<file path="config.mk">
export PLATFORM = sky130hd
export DESIGN_NAME = pulse_width_channel_classifier
export DESIGN_NICKNAME = d
export VERILOG_FILES = /design/src/sv/pwcc_pkg.sv /design/src/sv/pwcc_csr.sv /design/src/sv/pwcc_core.sv /design/src/sv/pwcc_fifo.sv /design/src/sv/pulse_width_channel_classifier.sv
export SDC_FILE = /design/constraint.sdc
export NUM_CORES = 1
export LEC_CHECK = 0
export BUFFER_PORTS_ARGS = -buffer_cell sky130_fd_sc_hd__clkbuf_2
export CAP_MARGIN = 30
export CORE_MARGIN = 4
export CORE_UTILIZATION = 25
export CTS_CLUSTER_SIZE = 25
export DETAILED_ROUTE_END_ITERATION = 6
export GPL_ROUTABILITY_DRIVEN = 0
export SLEW_MARGIN = 20
export SYNTH_ARGS = -nofsm -noshare
export SYNTH_HDL_FRONTEND = slang
export SYNTH_SLANG_ARGS = --single-unit
</file>
<file path="constraint.sdc">
create_clock -name clock -period 13.55 [get_ports clock]
set_input_delay 2.0325 -clock clock [delete_from_list [all_inputs] [get_ports clock]]
set_output_delay 2.0325 -clock clock [all_outputs]
set_load 0.02 [all_outputs]
</file>
<file path="src/sv/pwcc_pkg.sv">
// shared types, register indexes and reset values of the pulse width channel classifier
package pwcc_pkg;

   localparam int COUNT_BITS_DEFAULT = 16;
   localparam int CFG_BITS           = 16;
   localparam int CSR_INDEX_BITS     = 3;
   localparam int RSP_DEPTH          = 4;

   localparam logic [CFG_BITS-1:0] WIDTH_ONE_RESET   = 16'd189;
   localparam logic [CFG_BITS-1:0] WIDTH_TWO_RESET   = 16'd186;
   localparam logic [CFG_BITS-1:0] WIDTH_THREE_RESET = 16'd183;
   localparam logic [CFG_BITS-1:0] WIDTH_FOUR_RESET  = 16'd179;
   localparam logic [CFG_BITS-1:0] REPEAT_RESET      = 16'd10000;

   localparam logic [2:0] CHAN_NONE  = 3'd0;
   localparam logic [2:0] CHAN_ONE   = 3'd1;
   localparam logic [2:0] CHAN_TWO   = 3'd2;
   localparam logic [2:0] CHAN_THREE = 3'd3;
   localparam logic [2:0] CHAN_FOUR  = 3'd4;

   typedef enum logic [CSR_INDEX_BITS-1:0] {
      CSR_WIDTH_ONE   = 3'd0,
      CSR_WIDTH_TWO   = 3'd1,
      CSR_WIDTH_THREE = 3'd2,
      CSR_WIDTH_FOUR  = 3'd3,
      CSR_REPEAT      = 3'd4
   } csr_index_type;

   typedef enum logic [1:0] {
      EVT_CHANGE  = 2'd0,
      EVT_REPEAT  = 2'd1,
      EVT_NOMATCH = 2'd2
   } event_kind_type;

   typedef struct packed {
      logic [CFG_BITS-1:0] width_one;
      logic [CFG_BITS-1:0] width_two;
      logic [CFG_BITS-1:0] width_three;
      logic [CFG_BITS-1:0] width_four;
      logic [CFG_BITS-1:0] repeat_interval;
   } cfg_type;

   typedef struct packed {
      event_kind_type event_kind;
      logic [2:0]     channel;
      logic           last_of_run;
   } result_type;

   typedef struct packed {
      logic [1:0] count;
      result_type first;
      result_type second;
   } push_type;

endpackage

</file>
<file path="src/sv/pwcc_csr.sv">
// configuration registers of the pulse width channel classifier
module pwcc_csr (
   input  logic                                  clock,
   input  logic                                  reset,
   input  logic                                  csr_valid,
   output logic                                  csr_ready,
   input  logic [pwcc_pkg::CSR_INDEX_BITS-1:0]   csr_index,
   input  logic [pwcc_pkg::CFG_BITS-1:0]         csr_wdata,
   output pwcc_pkg::cfg_type                     cfg
);
   import pwcc_pkg::*;

   cfg_type cfg_ff;
   cfg_type cfg_in;

   assign csr_ready = 1'b1;
   assign cfg       = cfg_ff;

   always_comb begin
      cfg_in = cfg_ff;
      if (csr_valid) begin
         unique case (csr_index)
            CSR_WIDTH_ONE:   cfg_in.width_one       = csr_wdata;
            CSR_WIDTH_TWO:   cfg_in.width_two       = csr_wdata;
            CSR_WIDTH_THREE: cfg_in.width_three     = csr_wdata;
            CSR_WIDTH_FOUR:  cfg_in.width_four      = csr_wdata;
            CSR_REPEAT:      cfg_in.repeat_interval = csr_wdata;
            default:         cfg_in = cfg_ff;
         endcase
      end
   end

   always_ff @(posedge clock) begin
      if (reset) begin
         cfg_ff.width_one       <= WIDTH_ONE_RESET;
         cfg_ff.width_two       <= WIDTH_TWO_RESET;
         cfg_ff.width_three     <= WIDTH_THREE_RESET;
         cfg_ff.width_four      <= WIDTH_FOUR_RESET;
         cfg_ff.repeat_interval <= REPEAT_RESET;
      end else begin
         cfg_ff <= cfg_in;
      end
   end

endmodule

</file>
<file path="src/sv/pwcc_core.sv">
// pulse counting, width classification and report decision
module pwcc_core #(
   parameter int COUNT_BITS = pwcc_pkg::COUNT_BITS_DEFAULT
) (
   input  logic              clock,
   input  logic              reset,
   input  logic              accept,
   input  logic              line_level,
   input  pwcc_pkg::cfg_type cfg,
   output pwcc_pkg::push_type push
);
   import pwcc_pkg::*;

   localparam int CMP_BITS = (COUNT_BITS > CFG_BITS) ? COUNT_BITS : CFG_BITS;

   logic                  in_pulse_ff, in_pulse_in;
   logic [COUNT_BITS-1:0] pulse_ticks_ff, pulse_ticks_in;
   logic [COUNT_BITS-1:0] since_ff, since_in;
   logic [2:0]            cur_chan_ff, cur_chan_in;
   logic [2:0]            rep_chan_ff, rep_chan_in;

   logic [COUNT_BITS-1:0] pulse_inc;
   logic [COUNT_BITS-1:0] since_inc;
   logic [CMP_BITS-1:0]   width;
   logic                  falling;
   logic                  nomatch;
   logic                  changed;
   logic                  repeated;
   logic [2:0]            chan_next;
   result_type            chan_rsp;

   assign pulse_inc = (pulse_ticks_ff == '1) ? pulse_ticks_ff : pulse_ticks_ff + 1'b1;
   assign since_inc = (since_ff == '1) ? since_ff : since_ff + 1'b1;
   assign width     = CMP_BITS'(pulse_ticks_ff);
   assign falling   = !line_level && in_pulse_ff;

   always_comb begin
      nomatch = 1'b0;
      if (width >= CMP_BITS'(cfg.width_one)) begin
         chan_next = CHAN_ONE;
      end else if (width >= CMP_BITS'(cfg.width_two)) begin
         chan_next = CHAN_TWO;
      end else if (width >= CMP_BITS'(cfg.width_three)) begin
         chan_next = CHAN_THREE;
      end else if (width >= CMP_BITS'(cfg.width_four)) begin
         chan_next = CHAN_FOUR;
      end else begin
         chan_next = cur_chan_ff;
         nomatch   = 1'b1;
      end
   end

   assign changed  = chan_next != rep_chan_ff;
   assign repeated = !changed &&
                     (CMP_BITS'(since_inc) > CMP_BITS'(cfg.repeat_interval));

   always_comb begin
      chan_rsp.event_kind  = changed ? EVT_CHANGE : EVT_REPEAT;
      chan_rsp.channel     = chan_next;
      chan_rsp.last_of_run = 1'b1;

      push.count  = 2'd0;
      push.first  = chan_rsp;
      push.second = chan_rsp;
      if (accept && falling) begin
         if (nomatch) begin
            push.first.event_kind  = EVT_NOMATCH;
            push.first.channel     = cur_chan_ff;
            push.first.last_of_run = !(changed || repeated);
            push.count             = (changed || repeated) ? 2'd2 : 2'd1;
         end else begin
            push.count = (changed || repeated) ? 2'd1 : 2'd0;
         end
      end
   end

   always_comb begin
      in_pulse_in    = in_pulse_ff;
      pulse_ticks_in = pulse_ticks_ff;
      since_in       = since_ff;
      cur_chan_in    = cur_chan_ff;
      rep_chan_in    = rep_chan_ff;
      if (accept) begin
         since_in = since_inc;
         if (line_level) begin
            in_pulse_in    = 1'b1;
            pulse_ticks_in = pulse_inc;
         end else if (in_pulse_ff) begin
            in_pulse_in    = 1'b0;
            pulse_ticks_in = '0;
            cur_chan_in    = chan_next;
            if (changed) begin
               rep_chan_in = chan_next;
               since_in    = '0;
            end else if (repeated) begin
               since_in = '0;
            end
         end
      end
   end

   always_ff @(posedge clock) begin
      if (reset) begin
         in_pulse_ff    <= 1'b0;
         pulse_ticks_ff <= '0;
         since_ff       <= '0;
         cur_chan_ff    <= CHAN_NONE;
         rep_chan_ff    <= CHAN_NONE;
      end else begin
         in_pulse_ff    <= in_pulse_in;
         pulse_ticks_ff <= pulse_ticks_in;
         since_ff       <= since_in;
         cur_chan_ff    <= cur_chan_in;
         rep_chan_ff    <= rep_chan_in;
      end
   end

`ifndef SYNTHESIS
   // two results only when the width matched no channel
   assert property (@(posedge clock) disable iff (reset)
      push.count == 2'd2 |-> push.first.event_kind == EVT_NOMATCH)
      else $error("pwcc_core: two results without a nomatch");

   // results come only from a falling edge
   assert property (@(posedge clock) disable iff (reset)
      push.count != 2'd0 |-> accept && !line_level && in_pulse_ff)
      else $error("pwcc_core: result outside a falling edge");

   // after a falling edge the reported channel follows the current one
   assert property (@(posedge clock) disable iff (reset)
      accept && falling |=> cur_chan_ff == rep_chan_ff)
      else $error("pwcc_core: reported channel lags current channel");
`endif

endmodule

</file>
<file path="src/sv/pwcc_fifo.sv">
// result queue between the classifier and the result channel
module pwcc_fifo (
   input  logic                   clock,
   input  logic                   reset,
   input  pwcc_pkg::push_type     push,
   output logic                   full,
   output logic                   rsp_valid,
   input  logic                   rsp_stall,
   output pwcc_pkg::result_type   rsp
);
   import pwcc_pkg::*;

   localparam int PTR_BITS = $clog2(RSP_DEPTH);
   localparam int CNT_BITS = $clog2(RSP_DEPTH + 1);

   result_type            mem_ff [RSP_DEPTH];
   logic [PTR_BITS-1:0]   wr_ptr_ff, wr_ptr_in;
   logic [PTR_BITS-1:0]   rd_ptr_ff, rd_ptr_in;
   logic [CNT_BITS-1:0]   count_ff, count_in;
   logic [PTR_BITS-1:0]   wr_next;
   logic                  pop;

   assign rsp_valid = count_ff != '0;
   assign rsp       = mem_ff[rd_ptr_ff];
   assign pop       = rsp_valid && !rsp_stall;
   // room for two results is kept for the next beat
   assign full      = count_ff > CNT_BITS'(RSP_DEPTH - 2);
   assign wr_next   = wr_ptr_ff + PTR_BITS'(1);

   assign wr_ptr_in = wr_ptr_ff + PTR_BITS'(push.count);
   assign rd_ptr_in = pop ? rd_ptr_ff + PTR_BITS'(1) : rd_ptr_ff;
   assign count_in  = count_ff + CNT_BITS'(push.count) - CNT_BITS'(pop);

   always_ff @(posedge clock) begin
      if (push.count != 2'd0) begin
         mem_ff[wr_ptr_ff] <= push.first;
      end
      if (push.count == 2'd2) begin
         mem_ff[wr_next] <= push.second;
      end
   end

   always_ff @(posedge clock) begin
      if (reset) begin
         wr_ptr_ff <= '0;
         rd_ptr_ff <= '0;
         count_ff  <= '0;
      end else begin
         wr_ptr_ff <= wr_ptr_in;
         rd_ptr_ff <= rd_ptr_in;
         count_ff  <= count_in;
      end
   end

`ifndef SYNTHESIS
   assert property (@(posedge clock) disable iff (reset)
      count_ff <= CNT_BITS'(RSP_DEPTH))
      else $error("pwcc_fifo: count above depth");

   // pushes never land while the queue is marked full
   assert property (@(posedge clock) disable iff (reset)
      full |-> push.count == 2'd0 || pop)
      else $error("pwcc_fifo: push into full queue");

   assert property (@(posedge clock) disable iff (reset)
      (wr_ptr_ff - rd_ptr_ff) == PTR_BITS'(count_ff))
      else $error("pwcc_fifo: pointers disagree with count");
`endif

endmodule

</file>
<file path="src/sv/pulse_width_channel_classifier.sv">
// top level of the pulse width channel classifier
//
// req channel: one beat per line sample (req_line_level), valid/stall.
// rsp channel: result beats (rsp_event_kind, rsp_channel, rsp_last_of_run),
//   valid/stall; a falling edge of the line gives zero, one or two beats,
//   the last of them flagged by rsp_last_of_run.
// csr channel: valid/ready write of csr_wdata to register csr_index;
//   csr_ready is always high, indexes above four are dropped.
// throughput: one sample per cycle while req_stall is low; the counters
//   and the threshold compare are settled in the cycle the sample is taken.
// results: a sample's results are written into a four-entry result queue
//   when its beat is taken and leave it in order, the second after the first.
// stall: results wait in the queue; req_stall rises when fewer than two
//   entries are free, so no result is ever dropped.
// reset: synchronous; clears counters and channels, queue empty, registers
//   back to their default thresholds and repeat interval.
module pulse_width_channel_classifier #(
   parameter int COUNT_BITS = pwcc_pkg::COUNT_BITS_DEFAULT
) (
   input  logic                                clock,
   input  logic                                reset,
   input  logic                                req_valid,
   output logic                                req_stall,
   input  logic                                req_line_level,
   output logic                                rsp_valid,
   input  logic                                rsp_stall,
   output logic [1:0]                          rsp_event_kind,
   output logic [2:0]                          rsp_channel,
   output logic                                rsp_last_of_run,
   input  logic                                csr_valid,
   output logic                                csr_ready,
   input  logic [pwcc_pkg::CSR_INDEX_BITS-1:0] csr_index,
   input  logic [pwcc_pkg::CFG_BITS-1:0]       csr_wdata
);
   import pwcc_pkg::*;

   cfg_type    cfg;
   push_type   push;
   result_type rsp;
   logic       full;
   logic       accept;

   assign req_stall = full;
   assign accept    = req_valid && !full;

   pwcc_csr u_csr (
      .clock     (clock),
      .reset     (reset),
      .csr_valid (csr_valid),
      .csr_ready (csr_ready),
      .csr_index (csr_index),
      .csr_wdata (csr_wdata),
      .cfg       (cfg)
   );

   pwcc_core #(
      .COUNT_BITS (COUNT_BITS)
   ) u_core (
      .clock      (clock),
      .reset      (reset),
      .accept     (accept),
      .line_level (req_line_level),
      .cfg        (cfg),
      .push       (push)
   );

   pwcc_fifo u_fifo (
      .clock     (clock),
      .reset     (reset),
      .push      (push),
      .full      (full),
      .rsp_valid (rsp_valid),
      .rsp_stall (rsp_stall),
      .rsp       (rsp)
   );

   assign rsp_event_kind  = rsp.event_kind;
   assign rsp_channel     = rsp.channel;
   assign rsp_last_of_run = rsp.last_of_run;

endmodule

</file>
==> metrics.yaml, run 1 <==
status:
  status: "complete, no violations"
grt:
  grt_overflow: 0
  grt_max_degree: 88
  grt_usage: 0.115
  grt_pass1_vias: 6861
  antenna_found_initial: 1
  grt_pass1_wl_mm: 35.2
worst_setup_path:
  critPathBufInv: 2
  critPathKind: "flop to flop"
  crit_fanout: 11
  slowest_stage: "ha_1"
  cpLargestDelayFamily: "simple AND/OR/NAND/NOR gates"
  worstSetupStartpoint: "u_core.since_ff[0]$_SDFFE_PP0P_"
  end_kind: "flop"
  start_kind: "flop"
  slowest_delay_ns: 0.62
  cp.arrival_ns: 6.39
  r2r-end: "u_fifo.count_ff[2]$_SDFF_PP0_"
  regToRegStartpoint: "u_core.since_ff[0]$_SDFFE_PP0P_"
  r2r_cells: 25
  r2r_setup_slack_ns: 7.47
  worstPathRequired_ns: 13.86
worst_hold_path:
  hold_end: "u_csr.cfg[79]$_SDFFE_PP0P_"
  worstHoldPathType: "flop to flop"
  hp-start: "u_csr.cfg[79]$_SDFFE_PP0P_"
  min_path_cells: 2
logic_synthesis:
  synth-edff-count: 16
  ys_async_sr_fraction: 0
  ys_ff_latch: 152
  syn_inst: 1049
  yosysWarningCount: 0
  ys_types: 68
  synth_seq_area_share: 0.372
  synth_area_um2: 8620
  synth_ff_type: "dfxtp_1"
  syn_avg_cell_area_um2: 8.21
  synth_nets: 1162
pwr:
  ir_worst_vdd_mv: 0.0994
  p_leak_nw: 3.92
  total_power_mw: 1.17
  p_per_area_nw_per_um2: 120
floorplanning:
  ios: 34
  die_y_um: 194
  die_width_um: 194
  start_util: 0.255
  std_cell_rows: 67
  coreArea_um2: 33800
  dieArea_um2: 37500
drt:
  first_pass_iters: 5
  wl_per_cell_um: 14.1
  drt_iter0_drc: 435
  vias_per_cell: 4.62
  routed_wl_mm: 21.4
  num_vias: 7039
  drtAntennaViolNets: 0
  drc: 0
cts:
  htree_levels: 4
  cts_sinks: 152
  clk_pin_slew_ns: 0.07
  postCtsHoldBufs: 0
  numCtsBuffers: 17
  worstSkewPairLatency_ns: 0.43
  postCtsResizedCells: 0
  tritoncts: "built"
  cts_root_buf: "clkbuf_16"
  clockBufferDepth: 2
  postCtsSetupRepairBufs: 0
placed_design:
  post-dp-hpwl_mm: 15.7
  io_buffers: 32
sta:
  worstMarginPinSlew_ns: 0.892
  fin_skew_ns: 0.0127
  drv_slew: 0
  fmax_mhz: 164
  whs_ns: 0.453
  tns_ns: 0
  slew_headroom: 0.406
  fin_crit_ns: 6.08
  finalHoldViolCount: 0
  period_share: 0.449
  rsz0062_at_grt: "false"
  setup_viol: 0
layout:
  layout_commonest_cell: "nand2_1"
  drive_gt1_frac: 0.0913
  fin_nets: 1173
  n_fill_cell: 3583
  layout_common_cells: "nand2_1, dfxtp_1, a21oi_1, inv_1, ha_1"
  areaGrowthSynthToFinish_pct: 13.7
  multi_input_area_um2: 4880
  layout.area.seq_um2: 3200
run:
  cap_violations: 0
==> worst min-delay path: stages, from the launching register on <==
cell     delay, ns
dfxtp_1       0.31
nand2_1       0.05
a21oi_1       0.05
==> registers in the layout, summed over array words and instances (netlist names), named ones only <==
| name | flops |
|---|---|
| u_csr.cfg | 80 |
| u_fifo.mem_ff | 24 |
| u_core.pulse_ticks_ff | 16 |
| u_core.since_ff | 16 |
| u_core.cur_chan_ff | 3 |
| u_core.rep_chan_ff | 3 |
| u_fifo.count_ff | 3 |
| u_fifo.rd_ptr_ff | 2 |
| u_fifo.wr_ptr_ff | 2 |
| u_core.in_pulse_ff | 1 |
==> per-stage QoR <==
stage                      util  cell area [µm²]  cells  worst slack [ns]
after detailed placement  0.272             9190   1489              7.53
after global routing      0.290             9800   1522              6.73
after global placement    0.272             9190   1489              7.70
after floorplan               -             8620   1049              8.37
after CTS                 0.290             9800   1521              7.52
final                     0.290             9800   1522              7.47
==> final cells by class <==
cell class                 count  share of cell area
antenna                        1            0.000255
clock buffer                  17              0.0434
clock inverter                15              0.0184
inverter                      96              0.0368
multi-input combinational    758               0.498
sequential                   152               0.327
tap                          448              0.0572
timing repair buffer          35              0.0189
==> cell families after synthesis <==
| family | Yosys count | synth area share |
|---|---|---|
| AND/OR/NAND/NOR | 408 | 0.218 |
| AO/OA/AOI/OAI | 216 | 0.163 |
| flip-flops | 152 | 0.372 |
| buffers and inverters | 139 | 0.0619 |
| adder cells (fa/ha/maj) | 88 | 0.129 |
| XOR/XNOR | 35 | 0.0356 |
| multiplexers | 10 | 0.0205 |
| other | 1 | 0.000435 |
==> Yosys cell counts, drive strengths merged (12+ instances only) <==
cell type,number,share of area
nand2,188,0.082
dfxtp,136,0.32
a21oi,98,0.057
inv,96,0.042
ha,87,0.13
nor2,81,0.035
clkbuf,38,0.017
o21ai,37,0.021
nand3,25,0.015
xnor2,23,0.023
nand3b,21,0.018
nor3,20,0.012
a211oi,17,0.020
edfxtp,16,0.056
nand4,15,0.011
or3,12,0.0093
xor2,12,0.012
==> power breakdown <==
| part | switching [mW] | internal [mW] |
|---|---|---|
| clock network | 0.213 | 0.278 |
| registers | 0.0206 | 0.477 |
| logic | 0.108 | 0.0772 |
==> metal layers <==
layer	wire length [µm]	vias up	GRT usage	share of wire
met2	9980	86	0.189	0.47
met5	0	-	0	0
met1	10500	3295	0.155	0.49
li1	-	3644	-	-
met3	655	14	0.0191	0.031
met4	216	0	0.0330	0.010
==> how the worst max path moves through the flow <==
stage                                     to  slack (ns)  cells after the start
4_1_cts        u_fifo.count_ff[2]$_SDFF_PP0_        7.52                     25
3_5_place_dp   u_fifo.count_ff[2]$_SDFF_PP0_        7.53                     25
6_report       u_fifo.count_ff[2]$_SDFF_PP0_        7.47                     25
3_3_place_gp   u_fifo.count_ff[2]$_SDFF_PP0_        7.70                     25
5_1_grt        u_fifo.count_ff[2]$_SDFF_PP0_        6.73                     25
2_1_floorplan  u_fifo.count_ff[2]$_SDFF_PP0_        8.37                     26
No activity file was read; power rests on OpenSTA's default activity.
==> run 2: changes to the inputs <==
- clock period: 13.55 -> 5 ns (I/O delays scaled with it)
==> run 2 against run 1 <==
Cell count grew 1.4%. Via count grew 3.0%. Flip-flop and latch count did not move. Combinational power increased to 2.8 times the previous value. Total power grew to 2.7 times the previous value. Worst setup slack got worse by 7.1 ns. Clock-buffer cell count up 1. Die area did not move. Sequential power grew to 2.7 times the previous value. Register-to-register slack worse by 7.1 ns. Hold slack is essentially flat. Critical path type unchanged.
==> metrics.yaml, run 2 (synthesis gave the netlist of run 1 again) <==
layout:
  drive_gt1_frac: 0.124  # +0.0329
  largest_register_ffs: 80  # unchanged
  layout_commonest_cell: "nand2_1"
  layout_common_cells: "nand2_1, dfxtp_1, a21oi_1, inv_1, ha_1"
  n_fill_cell: 3587  # +0.11%
  areaGrowthSynthToFinish_pct: 16.0
  n_antenna_cell: 0  # -1
  fin_nets: 1195  # +1.9%
  stdcell_count: 1543  # +1.4%
cts:
  clockBufferDepth: 2  # unchanged
  cts_root_buf: "clkbuf_16"
  clk_pin_slew_ns: 0.07  # about the same
  postCtsHoldBufs: 0  # unchanged
  numCtsBuffers: 17  # unchanged
  tritoncts: "built"
  cts_sinks: 152  # unchanged
  htree_levels: 4  # unchanged
  worstSkewPairLatency_ns: 0.43  # about the same
grt:
  grt_pass1_wl_mm: 36.2  # +2.8%
  grt_pass1_vias: 6944  # +1.2%
  grt_usage: 0.117  # +0.00289
  antenna_found_initial: 0  # -1
  grt_overflow: 0  # unchanged
  grt_max_degree: 67  # -24%
floorplanning:
  start_util: 0.255  # unchanged
  die_width_um: 194  # unchanged
  coreArea_um2: 33800  # unchanged
  dieArea_um2: 37500  # unchanged
  std_cell_rows: 67  # unchanged
  die_y_um: 194  # unchanged
  ios: 34  # unchanged
drt:
  first_pass_iters: 6  # +1
  vias_per_cell: 4.70  # +1.6%
  num_vias: 7248  # +3.0%
  drtAntennaViolNets: 0  # unchanged
  routed_wl_mm: 22.3  # +4.0%
  wl_per_cell_um: 14.4  # +2.6%
  drc: 0  # unchanged
  drt_iter0_drc: 418  # -3.9%
worst_setup_path:
  crit_fanout: 7  # -4
  slowest_stage: "or4_4"
  critical_path_depth: 23  # -8.0%
  cpLargestDelayFamily: "simple AND/OR/NAND/NOR gates"
  worstSetupStartpoint: "u_core.since_ff[6]$_SDFFE_PP0P_"
  end_kind: "flop"
  worstPathCellList: "nand3_2 -> or2_2 -> or4_4 -> nor2_2 -> xnor2_1 -> nand2_1 -> ha_1 -> a21o_1 -> a21o_1 -> a21oi_1 -> o21ai_1 -> nor2_1 -> a211o_1 -> o2111ai_2 -> ha_1 -> inv_2 -> nor2_2 -> ha_1 -> inv_1 -> fa_1 -> xnor2_1 -> xnor2_1 -> nor2_1"
  slowest_delay_ns: 0.51  # -0.11 ns
  regToRegStartpoint: "u_core.since_ff[6]$_SDFFE_PP0P_"
  critPathBufInv: 2  # unchanged
  worstPathRequired_ns: 5.29  # -8.57 ns
  start_kind: "flop"
  crit_end: "u_fifo.count_ff[2]$_SDFF_PP0_"
  r2r_setup_slack_ns: 0.36  # -7.11 ns
  critPathKind: "flop to flop"
  r2r-end: "u_fifo.count_ff[2]$_SDFF_PP0_"
  r2r_cells: 23  # -8.0%
  cp.arrival_ns: 4.92  # -1.47 ns
sta:
  setup_viol: 0  # unchanged
  fmax_mhz: 216  # +31%
  worstMarginPinSlew_ns: 0.836  # -0.0554 ns
  fin_crit_ns: 4.64  # -1.44 ns
  drv_slew: 0  # unchanged
  finalHoldViolCount: 0  # unchanged
  period_share: 0.927  # +0.478
  tns_ns: 0  # unchanged
  setup_slack_ns: 0.364  # -7.11 ns
  slew_headroom: 0.442  # +0.0369
  fin_skew_ns: 0.0104  # -0.00224 ns
placed_design:
  dp_slack_ns: 0.141  # -7.39 ns
  post-dp-hpwl_mm: 16.3  # +3.3%
  dp_cells: 1509  # +1.3%
  io_buffers: 32  # unchanged
pwr:
  p_per_area_nw_per_um2: 313  # +160%
  ir_worst_vdd_mv: 0.221  # +120%
  p_leak_nw: 4.04  # +3.0%
status:
  status: "complete, no violations"
worst_hold_path:
  min_path_cells: 2  # unchanged
  worstHoldPathType: "flop to flop"
run:
  cap_violations: 0  # unchanged
-- run 2: cell types whose count changed in the layout (fill, tap and decap cells not counted), sizes merged --
cell      previous run  this run
buf                  4        26
clkinv               3         5
bufinv               2         1
clkbuf              48        49
clkinvlp             3         2
diode                1         0
inv                103       102
-- run 2: timing repair --
item | 4_1_cts | 5_1_grt
buffers inserted | 0 | 2
endpoints found under the setup margin | 0 | 35
gates resized for setup | 0 | 21
-- run 2: cell type report --
type                    instances  area (µm²)  share of cell area
well taps                     448         561              0.0561
inverters                      96         360              0.0361
clock inverters                14         141              0.0141
clock buffers                  18         429              0.0429
flip-flops and latches        152        3210               0.321
repair buffers                 57         350              0.0351
multi-input cells             758        4950               0.495
-- run 2: power breakdown --
| part | leakage, nW | internal [mW] | switching [mW] |
|---|---|---|---|
| Sequential | 1.25 | 1.29 | 0.0556 |
| Clock | 0.273 | 0.699 | 0.558 |
| Combinational | 2.51 | 0.218 | 0.307 |
-- run 2: worst min-delay path: cells and delay by family, from the launching register on --
family | cells | cell delay [ns]
flip-flops | 1 | 0.31
AND/OR/NAND/NOR | 1 | 0.05
AO/OA/AOI/OAI | 1 | 0.05
-- run 2: routing by layer --
| layer | wire [µm] | vias up | part of all wire | GRT usage |
|---|---|---|---|---|
| li1 | - | 3661 | - | - |
| met1 | 10800 | 3475 | 0.48 | 0.158 |
| met2 | 10500 | 101 | 0.47 | 0.195 |
| met3 | 830 | 11 | 0.037 | 0.0248 |
| met4 | 162 | 0 | 0.0073 | 0.0241 |
| met5 | 0 | - | 0 | 0 |
-- run 2: stage by stage --
stage	area [µm²]	util	power (mW)	hold WS, ns
after floorplan	8620	-	1.73	0.432
after global placement	9350	0.277	1.89	0.443
after detailed placement	9350	0.277	1.89	0.447
after CTS	9920	0.294	3.16	0.455
after global routing	9990	0.296	3.28	0.471
final	9990	0.296	3.13	0.453
-- run 2: worst min-delay path by stage --
stage	startpoint	to	slack, ns
2_1_floorplan	u_fifo.mem_ff[0][0]$_SDFFE_PP1N_	u_fifo.mem_ff[0][0]$_SDFFE_PP1N_	0.43
6_report	u_csr.cfg[6]$_SDFFE_PP0P_	u_csr.cfg[6]$_SDFFE_PP0P_	0.45
4_1_cts	u_csr.cfg[45]$_SDFFE_PP0P_	u_csr.cfg[45]$_SDFFE_PP0P_	0.46
3_5_place_dp	u_csr.cfg[45]$_SDFFE_PP0P_	u_csr.cfg[45]$_SDFFE_PP0P_	0.45
5_1_grt	u_csr.cfg[74]$_SDFFE_PP0P_	u_csr.cfg[74]$_SDFFE_PP0P_	0.47
3_3_place_gp	u_csr.cfg[24]$_SDFFE_PP0P_	u_csr.cfg[24]$_SDFFE_PP0P_	0.44
